--- config.mk ---
export PLATFORM = sky130hd
export DESIGN_NAME = ptb_divider
export DESIGN_NICKNAME = d
export VERILOG_FILES = /design/src/ptb_pkg.sv /design/src/ptb_divider.sv
export SDC_FILE = /design/constraint.sdc
export NUM_CORES = 1
export LEC_CHECK = 0
export BUFFER_PORTS_ARGS = -buffer_cell sky130_fd_sc_hd__buf_2
export CAP_MARGIN = 30
export CORE_MARGIN = 8
export CORE_UTILIZATION = 51
export DETAILED_ROUTE_END_ITERATION = 7
export PLACE_DENSITY = 0.74
export RECOVER_POWER = 25
export SLEW_MARGIN = 10
export SYNTH_ARGS = -nofsm -noshare
export SYNTH_HDL_FRONTEND = slang
export SYNTH_SLANG_ARGS = --single-unit
--- constraint.sdc ---
create_clock -name clk -period 3.7 [get_ports clk]
set_clock_uncertainty 0.15 [all_clocks]
set_input_delay 0.555 -clock clk [delete_from_list [all_inputs] [get_ports clk]]
set_output_delay 0.555 -clock clk [all_outputs]
set_load 0.005 [all_outputs]
--- src/ptb_pkg.sv ---
`timescale 1ns / 1ps

package ptb_pkg;

    localparam int POS_W       = 28;
    localparam int FRAC_W      = 16;
    localparam int CELL_W      = POS_W - 1 - FRAC_W;
    localparam int DIVISOR_W   = 9;
    localparam int ACROSS_W    = 11;
    localparam int TCOUNT_W    = 11;
    localparam int SPT_W       = 16;
    localparam int PROD_W      = ACROSS_W + CELL_W;
    localparam int TILE_W      = PROD_W + 1;
    localparam int OUT_W       = 20;
    localparam int WIDE_W      = 33;
    localparam int DIV_CNT_W   = $clog2(CELL_W + 1);
    localparam int CFG_INDEX_W = 3;
    localparam int CFG_DATA_W  = 16;

    localparam logic [CFG_INDEX_W-1:0] REG_TILE_WIDTH     = 3'd0;
    localparam logic [CFG_INDEX_W-1:0] REG_TILE_HEIGHT    = 3'd1;
    localparam logic [CFG_INDEX_W-1:0] REG_TILES_ACROSS   = 3'd2;
    localparam logic [CFG_INDEX_W-1:0] REG_TILE_COUNT     = 3'd3;
    localparam logic [CFG_INDEX_W-1:0] REG_SLOTS_PER_TILE = 3'd4;
    localparam logic [CFG_INDEX_W-1:0] REG_COUNT_ONLY     = 3'd5;

    localparam logic [DIVISOR_W-1:0] RST_TILE_WIDTH     = 9'd16;
    localparam logic [DIVISOR_W-1:0] RST_TILE_HEIGHT    = 9'd16;
    localparam logic [ACROSS_W-1:0]  RST_TILES_ACROSS   = 11'd16;
    localparam logic [TCOUNT_W-1:0]  RST_TILE_COUNT     = 11'd256;
    localparam logic [SPT_W-1:0]     RST_SLOTS_PER_TILE = 16'd1024;

    localparam logic [OUT_W-1:0] OUT_MAX = '1;

    typedef logic [WIDE_W-1:0] wide_t;

    typedef struct packed {
        logic              ok;
        logic [CELL_W-1:0] grid;
    } cell_t;

    typedef struct packed {
        logic [OUT_W-1:0] tile_index;
        logic [OUT_W-1:0] slot_index;
        logic             placed;
        logic             tile_out_of_range;
        logic             bad_position;
        logic [OUT_W-1:0] max_count;
        logic [OUT_W-1:0] overflow_amount;
        logic             batch_mismatch;
    } result_t;

    typedef enum logic [3:0] {
        ST_IDLE,
        ST_CLEAR,
        ST_DIVIDE,
        ST_SCALE,
        ST_SUM,
        ST_CHECK,
        ST_UPDATE,
        ST_REJECT,
        ST_FINISH
    } state_t;

    function automatic cell_t cell_of(input logic [POS_W-1:0] raw);
        cell_t c;
        c.ok   = 1'b1;
        c.grid = raw[POS_W-2:FRAC_W];
        if (raw[POS_W-1])
        begin
            c.grid = '0;
            c.ok   = (&raw[POS_W-1:FRAC_W]) && (|raw[FRAC_W-1:0]);
        end
        return c;
    endfunction

    function automatic logic [OUT_W-1:0] sat_out(input wide_t v);
        return (v > wide_t'(OUT_MAX)) ? OUT_MAX : v[OUT_W-1:0];
    endfunction

endpackage

--- src/ptb_divider.sv ---
`timescale 1ns / 1ps

module ptb_divider (
    input  logic                                clk,
    input  logic                                rst_n,
    input  logic                                start,
    input  logic [1:0][ptb_pkg::CELL_W-1:0]     dividend,
    input  logic [1:0][ptb_pkg::DIVISOR_W-1:0]  divisor,
    output logic                                busy,
    output logic [1:0][ptb_pkg::CELL_W-1:0]     quotient
);

    import ptb_pkg::*;

    localparam logic [DIV_CNT_W-1:0] STEPS = DIV_CNT_W'(CELL_W);

    logic [DIV_CNT_W-1:0]       count_reg, count_next;
    logic [1:0][DIVISOR_W-1:0]  rem_reg, rem_next;
    logic [1:0][DIVISOR_W-1:0]  divisor_reg, divisor_next;
    logic [1:0][CELL_W-1:0]     quo_reg, quo_next;
    logic [1:0][DIVISOR_W:0]    trial;
    logic [1:0][DIVISOR_W:0]    diff;

    always_comb
    begin
        count_next   = count_reg;
        rem_next     = rem_reg;
        quo_next     = quo_reg;
        divisor_next = divisor_reg;
        for (int i = 0; i < 2; i++)
        begin
            trial[i] = {rem_reg[i], quo_reg[i][CELL_W-1]};
            diff[i]  = trial[i] - {1'b0, divisor_reg[i]};
        end
        if (start)
        begin
            count_next   = STEPS;
            rem_next     = '0;
            quo_next     = dividend;
            divisor_next = divisor;
        end
        else if (count_reg != '0)
        begin
            count_next = count_reg - DIV_CNT_W'(1);
            for (int i = 0; i < 2; i++)
            begin
                if (trial[i] >= {1'b0, divisor_reg[i]})
                begin
                    rem_next[i] = diff[i][DIVISOR_W-1:0];
                    quo_next[i] = {quo_reg[i][CELL_W-2:0], 1'b1};
                end
                else
                begin
                    rem_next[i] = trial[i][DIVISOR_W-1:0];
                    quo_next[i] = {quo_reg[i][CELL_W-2:0], 1'b0};
                end
            end
        end
    end

    always_ff @(posedge clk or negedge rst_n)
    begin
        if (!rst_n)
        begin
            count_reg <= '0;
        end
        else
        begin
            count_reg <= count_next;
        end
    end

    always_ff @(posedge clk)
    begin
        rem_reg     <= rem_next;
        quo_reg     <= quo_next;
        divisor_reg <= divisor_next;
    end

    assign busy     = (count_reg != '0);
    assign quotient = quo_reg;

endmodule

==> metrics.csv, run 1 <==
metric,value,unit
# DRC,0,
worst r2r path cells,9,
Slew @ Worst Pin,1.360,ns
Net Sw Power,0.0008253,W
nets@finish,430,
CTS root buffer,clkbuf_8,
Vert. Die Dim,96.47,um
Critical-path top delay cell,edfxtp_1,
fin crit share,80.62,%
DR vias,2484,
Pins Over Slew Limit,0,
initial antenna violation count,0,
Mapped Cells,297,
Leakage,1.774,nW
layout cells sized above 1,27.84,%
Clock Pin Slew Worst Setup and Hold Paths,0.07,ns
"Top FF cell, synth",edfxtp_1,
CORE AREA,0.006314,mm^2
first-pass GRT wire length,11610,um
Die Wd,96.47,um
Max Clock Freq,335.2,MHz
fillcell total,539,
startpoint types,flop,
"area leader, netlist",edfxtp_1,
Reg power frac,39.3,%
H-tree levels,3,
CP Depth,9,
CP max FO,8,
crit-path cells,inv_1 -> ha_1 -> inv_1 -> fa_1 -> a21o_1 -> a221o_1 -> a22o_1 -> or2_1 -> mux2_4,
Max stage delay on crit path,0.40,ns
Sw Share,32.89,%
"EDFF count, synth",40,
Hold Fails Final Rpt,0,
sinks on the clock net,62,
Critical Path Sink,quotient[0],
storage element area,0.001662,mm^2
First DRT Iteration DRCs,141,
Pint,0.001684,W
"count leader, synth",edfxtp_1,
post-synthesis sequential area ratio,50.32,%
Post-Synth Adder-Cell Area,8.791,%
Post-synth top cells,"40 x edfxtp_1, 29 x inv_1, 21 x mux2_2",
asr flop ratio synth,6.452,%
CTS Buffer Depth,2,
CP Launch Point,quotient[10],
area used by multi-input combinational logic,0.001478,mm^2
worst-skew pair later-pin latency,0.33,ns
"Top cell by count, worst path",inv_1,
setup TNS,0,ns
Avg Synthesized Cell Area,11.12,um^2
Place WS,0.7280,ns
CTS tree,done,
PortBufs,65,
WHS,0.2440,ns
post-synth top area share,36.38,%
io pins,66,
die area,0.009306,mm^2
Antenna Violating Nets Remaining,0,
Netlist cell types,51,
row cnt,29,
vias in the first global route,2612,
status,"complete, no violations",
largest net degree at the start of global routing,58,
# Max-Cap Violations,0,
First-pass DRT Iterations,4,
All-Layer GR Usage,15.92,%
Syn. warnings,0,
Routed wire per std cell,15.61,um
clock share of power,25.0,%
worst setup margin,0.7171,ns
max reg flops,22,
CP top delay family,compound AO/OA/AOI/OAI gates,
Final Wtd Congestion,0.8332,
HP Class,in -> reg,
RSZ-0062 raised after global routing,false,
setup violators final,0,
Critical R2R Launch,quotient[10],
"Remaining Overflow, GRT",0,
post-synthesis cell area,0.003302,mm^2
WS Path Type,reg -> reg,
Max VDD drop,0.0003314,V
post-synthesis compound-gate area fraction,13.87,%
max_slew headroom,9.301,%
Worst EP arrival,2.92,ns
mux contribution to synthesized area,9.132,%
Antenna Cells,0,
leading post-synthesis cells by cell area,"edfxtp_1 36%, dfxtp_1 11%, ha_1 7.6%",
post-layout minimum cycle time,2.983,ns
largest family of logic cells by synthesized area,compound AO/OA/AOI/OAI gates,
post-synth net total,362,
post-synthesis xor/xnor area fraction,2.387,%
CP endpoint kind,flop,
Setup Buffers After CTS,0,
final WL,6978,um
WP data required,3.64,ns
reg2reg end,quotient[0],
hpwl dp,5048,um
CTS buffer count,9,
power per cell area,643.1,mW/mm^2
Syn-to-layout area delta,18.19,%
drt via density,5.557,
simple-gate area share of the yosys netlist,10.57,%
Starting Density,52.30,%
Comb power frac,35.7,%
CP bufs+invs,2,
flop2flop setup slack,0.72,ns
Yosys reg bits,62,
[how the worst min path moves through the flow]
stage	to	cells past startpoint	start
2_1_floorplan	count_reg[0]	0	rst_n
3_3_place_gp	count_reg[2]	1	rst_n
3_5_place_dp	count_reg[2]	1	rst_n
4_1_cts	divisor_reg[5]	1	divisor[5]
5_1_grt	divisor_reg[17]	1	divisor[17]
6_report	divisor_reg[5]	1	divisor[5]
[power groups by stage]
stage | Sequential (W) | Combinational (W) | Clock (W)
2_1_floorplan | 0.000972 | 0.000698 | 0
3_3_place_gp | 0.000994 | 0.000869 | 0
3_5_place_dp | 0.000997 | 0.000889 | 0
4_1_cts | 0.000986 | 0.000897 | 0.000643
5_1_grt | 0.00100 | 0.00101 | 0.000668
6_report | 0.000986 | 0.000897 | 0.000627
[layout by cell type (no fill, tap or decap), drive strengths merged, types with 3 or more instances in the layout]
master,n
o311ai,4
mux2i,5
o21ai,11
a211oi,9
nor3,8
buf,65
inv,29
nand2b,3
nand4,5
clkinv,3
and3,4
nand3,6
dfxtp,18
nand2,16
nor2,19
dfrtp,4
xnor2,7
mux2,22
edfxtp,40
a21o,9
a311oi,4
a21oi,10
clkbuf,14
ha,20
[stage by stage]
| step | area, um^2 | util [%] | std cells | power, W |
|---|---|---|---|---|
| 6_report | 3902 | 61.81 | 447 | 0.002510 |
| 5_1_grt | 3902 | 61.81 | 447 | 0.002677 |
| 4_1_cts | 3908 | 61.89 | 447 | 0.002526 |
| 3_5_place_dp | 3692 | 58.48 | 430 | 0.001886 |
| 3_3_place_gp | 3692 | 58.48 | 430 | 0.001863 |
| 2_1_floorplan | 3302 | - | 297 | 0.001670 |
[per-layer routing]
metal / part of all wire (%) / vias up / GRT usage (%) / routed length [um]
met1: 45 / 1165 / 19.49 / 3131
met3: 8.1 / 14 / 6.105 / 566
li1: - / 1231 / - / -
met2: 45 / 74 / 24.35 / 3147
met5: 0 / - / 0 / 0
met4: 1.9 / 0 / 7.188 / 133
[timing repair]
| action | CTS | global route |
|---|---|---|
| hold buffers | 1 | 0 |
| endpoints found under the hold margin | 4 | 0 |
| gates resized for setup | 0 | 0 |
[cell families (layout without fill, tap and decap cells)]
logic type,count (synthesis),count (layout)
simple gates,71,71
buf+inv,41,114
flops,62,62
fa+ha+maj,22,22
xor+xnor,9,9
compound gates,65,65
mux,27,27
[layout make-up]
cell class	count	area share, %
clock buffers	11	3.366
clock inverters	5	1.892
inverters	29	2.789
multi-input cells	194	37.86
flip-flops and latches	62	42.58
well taps	77	2.469
repair buffers	69	9.041
Power figures use the tool's default switching activity.
==> run 2: changes to the inputs <==
--- a/config.mk
+++ b/config.mk
@@ -8,9 +8,9 @@
 export BUFFER_PORTS_ARGS = -buffer_cell sky130_fd_sc_hd__buf_2
 export CAP_MARGIN = 30
 export CORE_MARGIN = 8
-export CORE_UTILIZATION = 51
+export CORE_UTILIZATION = 50
 export DETAILED_ROUTE_END_ITERATION = 7
-export PLACE_DENSITY = 0.74
+export PLACE_DENSITY = 0.75
 export RECOVER_POWER = 25
 export SLEW_MARGIN = 10
 export SYNTH_ARGS = -nofsm -noshare
==> constraint.sdc (replaced) <==
create_clock -name clk -period 2.6 [get_ports clk]
set_clock_uncertainty 0.15 [all_clocks]
set_input_delay 0.39 -clock clk [delete_from_list [all_inputs] [get_ports clk]]
set_output_delay 0.39 -clock clk [all_outputs]
set_load 0.005 [all_outputs]
==> metrics.csv, run 2 (synthesis gave the netlist of run 1 again) <==
metric,value,unit
status,"finished, violations left",
failing checks,setup timing,
Syn-to-layout area delta,23.65,%
Max VDD drop,0.0004938,V
Routed wire per std cell,15.87,um
CTS tree,done,
HP Class,in -> reg,
drt via density,5.458,
largest net degree at the start of global routing,27,
die area,0.009460,mm^2
reg2reg end,rem_reg[1],
Non-Filler Instances,467,
post-layout minimum cycle time,2.674,ns
Final Wtd Congestion,0.8429,
Hold Fails Final Rpt,0,
most frequent cells in the layout,"64 x buf_2, 40 x edfxtp_1, 28 x inv_1, 21 x mux2_2, 21 x buf_4",
# DRC,0,
post-route cell area,0.004083,mm^2
DP Area,0.003820,mm^2
"most common cell after layout, fill and taps aside",buf_2,
Critical-path top delay cell,edfxtp_1,
Die Wd,97.27,um
CTS root buffer,clkbuf_8,
nets@finish,450,
Max stage delay on crit path,0.39,ns
final WL,7410,um
WS Path Type,reg -> reg,
startpoint types,flop,
hpwl dp,5379,um
Antenna Violating Nets Remaining,0,
HP Start,divisor[3],
CP max FO,4,
Slew @ Worst Pin,0.5008,ns
All-Layer GR Usage,15.83,%
row cnt,29,
RSZ-0062 raised after global routing,true,
DR vias,2549,
WHS,0.07607,ns
Leakage,1.866,nW
first-pass GRT wire length,12260,um
Clock Pin Slew Worst Setup and Hold Paths,0.07,ns
Worst EP arrival,2.77,ns
H-tree levels,3,
Vert. Die Dim,97.27,um
Pins Over Slew Limit,0,
fin crit share,102.8,%
Critical Path Sink,rem_reg[1],
CP Launch Point,quotient[10],
Max Clock Freq,374.0,MHz
CP endpoint kind,flop,
"Remaining Overflow, GRT",0,
flop2flop setup slack,-0.07,ns
WP data required,2.70,ns
initial antenna violation count,0,
CTS buffer count,9,
Antenna Cells,0,
Starting Density,51.70,%
Placed Cells,445,
CP top delay family,compound AO/OA/AOI/OAI gates,
worst r2r path cells,11,
CP Depth,11,
CP bufs+invs,3,
max reg flops,22,
worst setup margin,-0.07400,ns
setup violators final,4,
CORE AREA,0.006386,mm^2
sinks on the clock net,62,
Hold Path Stages,1,
CTS Buffer Depth,2,
setup TNS,-0.1555,ns
Critical R2R Launch,quotient[10],
crit-path cells,inv_1 -> ha_2 -> inv_2 -> fa_2 -> a21o_1 -> a221o_1 -> a22o_1 -> or2_4 -> buf_4 -> mux2i_1 -> a211oi_1,
First-pass DRT Iterations,4,
worst-skew pair later-pin latency,0.34,ns
io pins,66,
layout cells sized above 1,34.36,%
PortBufs,65,
First DRT Iteration DRCs,152,
vias in the first global route,2608,
# Max-Cap Violations,0,
Place WS,-0.07585,ns
power per cell area,912.1,mW/mm^2
max_slew headroom,66.58,%
==> run 2: cell types whose count changed in the layout (fill, tap and decap cells not counted), sizes merged <==
cell,before,now
clkinv,3,1
buf,65,87
bufinv,2,0
clkbuf,14,16
==> run 2: stage by stage <==
step                power (W)  utilization, %
floorplan            0.002377               -
global placement     0.002816           59.82
detailed placement   0.002852           59.82
CTS                  0.003651           63.01
global route         0.003963           63.93
finish               0.003724           63.93
==> run 2: worst min-delay path by stage <==
| stage | end | slack (ns) |
|---|---|---|
| floorplan | count_reg[0] | -0.06 |
| global placement | count_reg[2] | 0.05 |
| detailed placement | count_reg[2] | 0.05 |
| CTS | divisor_reg[3] | 0.06 |
| global route | divisor_reg[17] | 0.06 |
| finish | divisor_reg[3] | 0.08 |
==> run 2: timing repair <==
action                                 4_1_cts  5_1_grt
resized for setup                            2       13
hold buffers                                 1        0
setup endpoints to repair                    9       20
setup buffers                                2        3
pin swaps                                    1       17
endpoints found under the hold margin        4        0
cloned                                       0        0
==> run 2: routing by layer <==
layer,global-route usage (%),vias to the layer above,share of wire [%]
li1,-,1278,-
met3,6.259,14,8.0
met5,0,-,0
met2,23.13,87,45
met4,9.207,0,2.3
met1,19.27,1170,45
==> run 2: worst register-to-register path, stage by stage (launching register included) <==
cell,delay [ns]
edfxtp_1,0.39
inv_1,0.07
ha_2,0.17
inv_2,0.04
fa_2,0.33
a21o_1,0.18
a221o_1,0.31
a22o_1,0.21
or2_4,0.26
buf_4,0.15
mux2i_1,0.11
a211oi_1,0.22
==> run 2: power by group <==
group / internal (W) / switching [W]
logic: 0.000806 / 0.000765
clock network: 0.000398 / 0.000347
registers: 0.00126 / 0.000146
==> run 2: cell type report <==
class	count	area (um^2)
tap	77	96.34
timing repair buffer	89	523.0
fill	511	2303
clock inverter	1	5.005
clock buffer	15	166.4
multi-input combinational	194	1521
inverter	29	108.9
sequential	62	1662
==> run 3: changes to the inputs <==
--- a/config.mk
+++ b/config.mk
@@ -12,6 +12,7 @@
 export DETAILED_ROUTE_END_ITERATION = 7
 export PLACE_DENSITY = 0.75
 export RECOVER_POWER = 25
+export SKIP_LAST_GASP = 1
 export SLEW_MARGIN = 10
 export SYNTH_ARGS = -nofsm -noshare
 export SYNTH_HDL_FRONTEND = slang
==> metrics.csv, run 3 (synthesis gave the netlist of run 1 again) <==
metric,value,unit
failing checks,setup timing,
vias in the first global route,2608,
WS Path Type,reg -> reg,
CTS tree,done,
Max Clock Freq,374.0,MHz
fillcell total,511,
Max stage delay on crit path,0.39,ns
area used by multi-input combinational logic,0.001513,mm^2
Placed Cells,445,
# DRC,0,
row cnt,29,
max reg flops,22,
Pins Over Slew Limit,0,
Antenna Violating Nets Remaining,0,
PortBufs,65,
largest net degree at the start of global routing,27,
power per cell area,907.6,mW/mm^2
crit-path cells,inv_1 -> ha_2 -> inv_2 -> fa_2 -> a21o_1 -> a221o_1 -> a22o_1 -> or2_4 -> buf_4 -> mux2i_1 -> a211oi_1,
Vert. Die Dim,97.27,um
most frequent cells in the layout,"64 x buf_2, 40 x edfxtp_1, 28 x inv_1, 21 x mux2_2, 21 x buf_4",
First-pass DRT Iterations,4,
CP bufs+invs,3,
initial antenna violation count,0,
CTS root buffer,clkbuf_8,
Antenna Cells,0,
worst-skew pair later-pin latency,0.34,ns
Worst EP arrival,2.77,ns
nets@finish,450,
"most common cell after layout, fill and taps aside",buf_2,
All-Layer GR Usage,15.83,%
status,"finished, violations left",
# Max-Cap Violations,0,
die area,0.009460,mm^2
WP data required,2.70,ns
Syn-to-layout area delta,23.38,%
startpoint types,flop,
setup violators final,4,
H-tree levels,3,
CTS buffer count,9,
CP endpoint kind,flop,
HP Class,in -> reg,
Slew @ Worst Pin,0.4972,ns
RSZ-0062 raised after global routing,true,
DR vias,2561,
CTS Buffer Depth,2,
storage element area,0.001662,mm^2
fin crit share,102.8,%
setup TNS,-0.1579,ns
Leakage,1.865,nW
final WL,7382,um
CORE AREA,0.006386,mm^2
sinks on the clock net,62,
Starting Density,51.70,%
hpwl dp,5379,um
Hold Fails Final Rpt,0,
Clock Pin Slew Worst Setup and Hold Paths,0.07,ns
Max VDD drop,0.0004896,V
post-layout minimum cycle time,2.674,ns
first-pass GRT wire length,12260,um
Routed wire per std cell,15.81,um
max_slew headroom,66.82,%
Final Wtd Congestion,0.8429,
CP max FO,4,
Die Wd,97.27,um
worst setup margin,-0.07366,ns
CP top delay family,compound AO/OA/AOI/OAI gates,
drt via density,5.484,
First DRT Iteration DRCs,145,
layout cells sized above 1,33.85,%
Critical-path top delay cell,edfxtp_1,
post-layout util,63.79,%
"Remaining Overflow, GRT",0,
io pins,66,
Non-Filler Instances,467,
-- run 3: path summary, 6_finish.rpt --
check	slack, ns	to	start	cells after the start
max	-0.07	rem_reg[1]	quotient[10]	11
min	0.08	divisor_reg[3]	divisor[3]	1
max reg2reg	-0.07	rem_reg[1]	quotient[10]	11
min reg2reg	0.32	rem_reg[8]	rem_reg[8]	2
max in group asynchronous	1.83	count_reg[0]	rst_n	2
min in group asynchronous	0.26	count_reg[1]	rst_n	2
-- run 3: timing repair --
action	in CTS	in global routing
resized for setup	2	11
endpoints found under the hold margin	4	0
setup buffers	2	3
pin swaps	1	17
endpoints found under the setup margin	9	20
hold buffers	1	0
-- run 3: worst register-to-register path, cell delays in order (launching register included) --
cell and delay [ns]:
edfxtp_1 0.39, inv_1 0.07, ha_2 0.17, inv_2 0.04, fa_2 0.33, a21o_1 0.18
a221o_1 0.31, a22o_1 0.21, or2_4 0.26, buf_4 0.15, mux2i_1 0.11, a211oi_1 0.22
-- run 3: final cells by class --
cell class | count | share of cell area (%)
flip-flops and latches | 62 | 40.79
multi-input cells | 194 | 37.13
repair buffers | 89 | 12.84
clock buffers | 15 | 4.085
inverters | 29 | 2.672
well taps | 77 | 2.365
clock inverters | 1 | 0.1229
-- run 3: power by group --
| group | switching (W) | internal, W | leakage, nW | total, W |
|---|---|---|---|---|
| Clock | 0.000345 | 0.000398 | 0.0877 | 0.000743 |
| Combinational | 0.000753 | 0.000793 | 1.17 | 0.00155 |
| Sequential | 0.000146 | 0.00126 | 0.603 | 0.00141 |
| Total | 0.00124 | 0.00245 | 1.86 | 0.00370 |
-- run 3: metal layers --
metal	up-vias	global-route usage, %	part of all wire (%)
met5	-	0	0
met3	17	6.259	8.2
met4	0	9.207	2.2
li1	1279	-	-
met2	84	23.13	45
met1	1181	19.27	45
-- run 3: per-stage QoR --
stage / instance area [um^2] / hold slack (ns) / total power [W] / setup slack, ns
6_report: 4074 / 0.07725 / 0.003697 / -0.07366
3_5_place_dp: 3820 / 0.05370 / 0.002852 / -0.07585
4_1_cts: 4024 / 0.05742 / 0.003651 / -0.05353
3_3_place_gp: 3820 / 0.04709 / 0.002816 / -0.01193
2_1_floorplan: 3304 / -0.05559 / 0.002377 / -0.1723
5_1_grt: 4074 / 0.06003 / 0.003945 / -0.1740
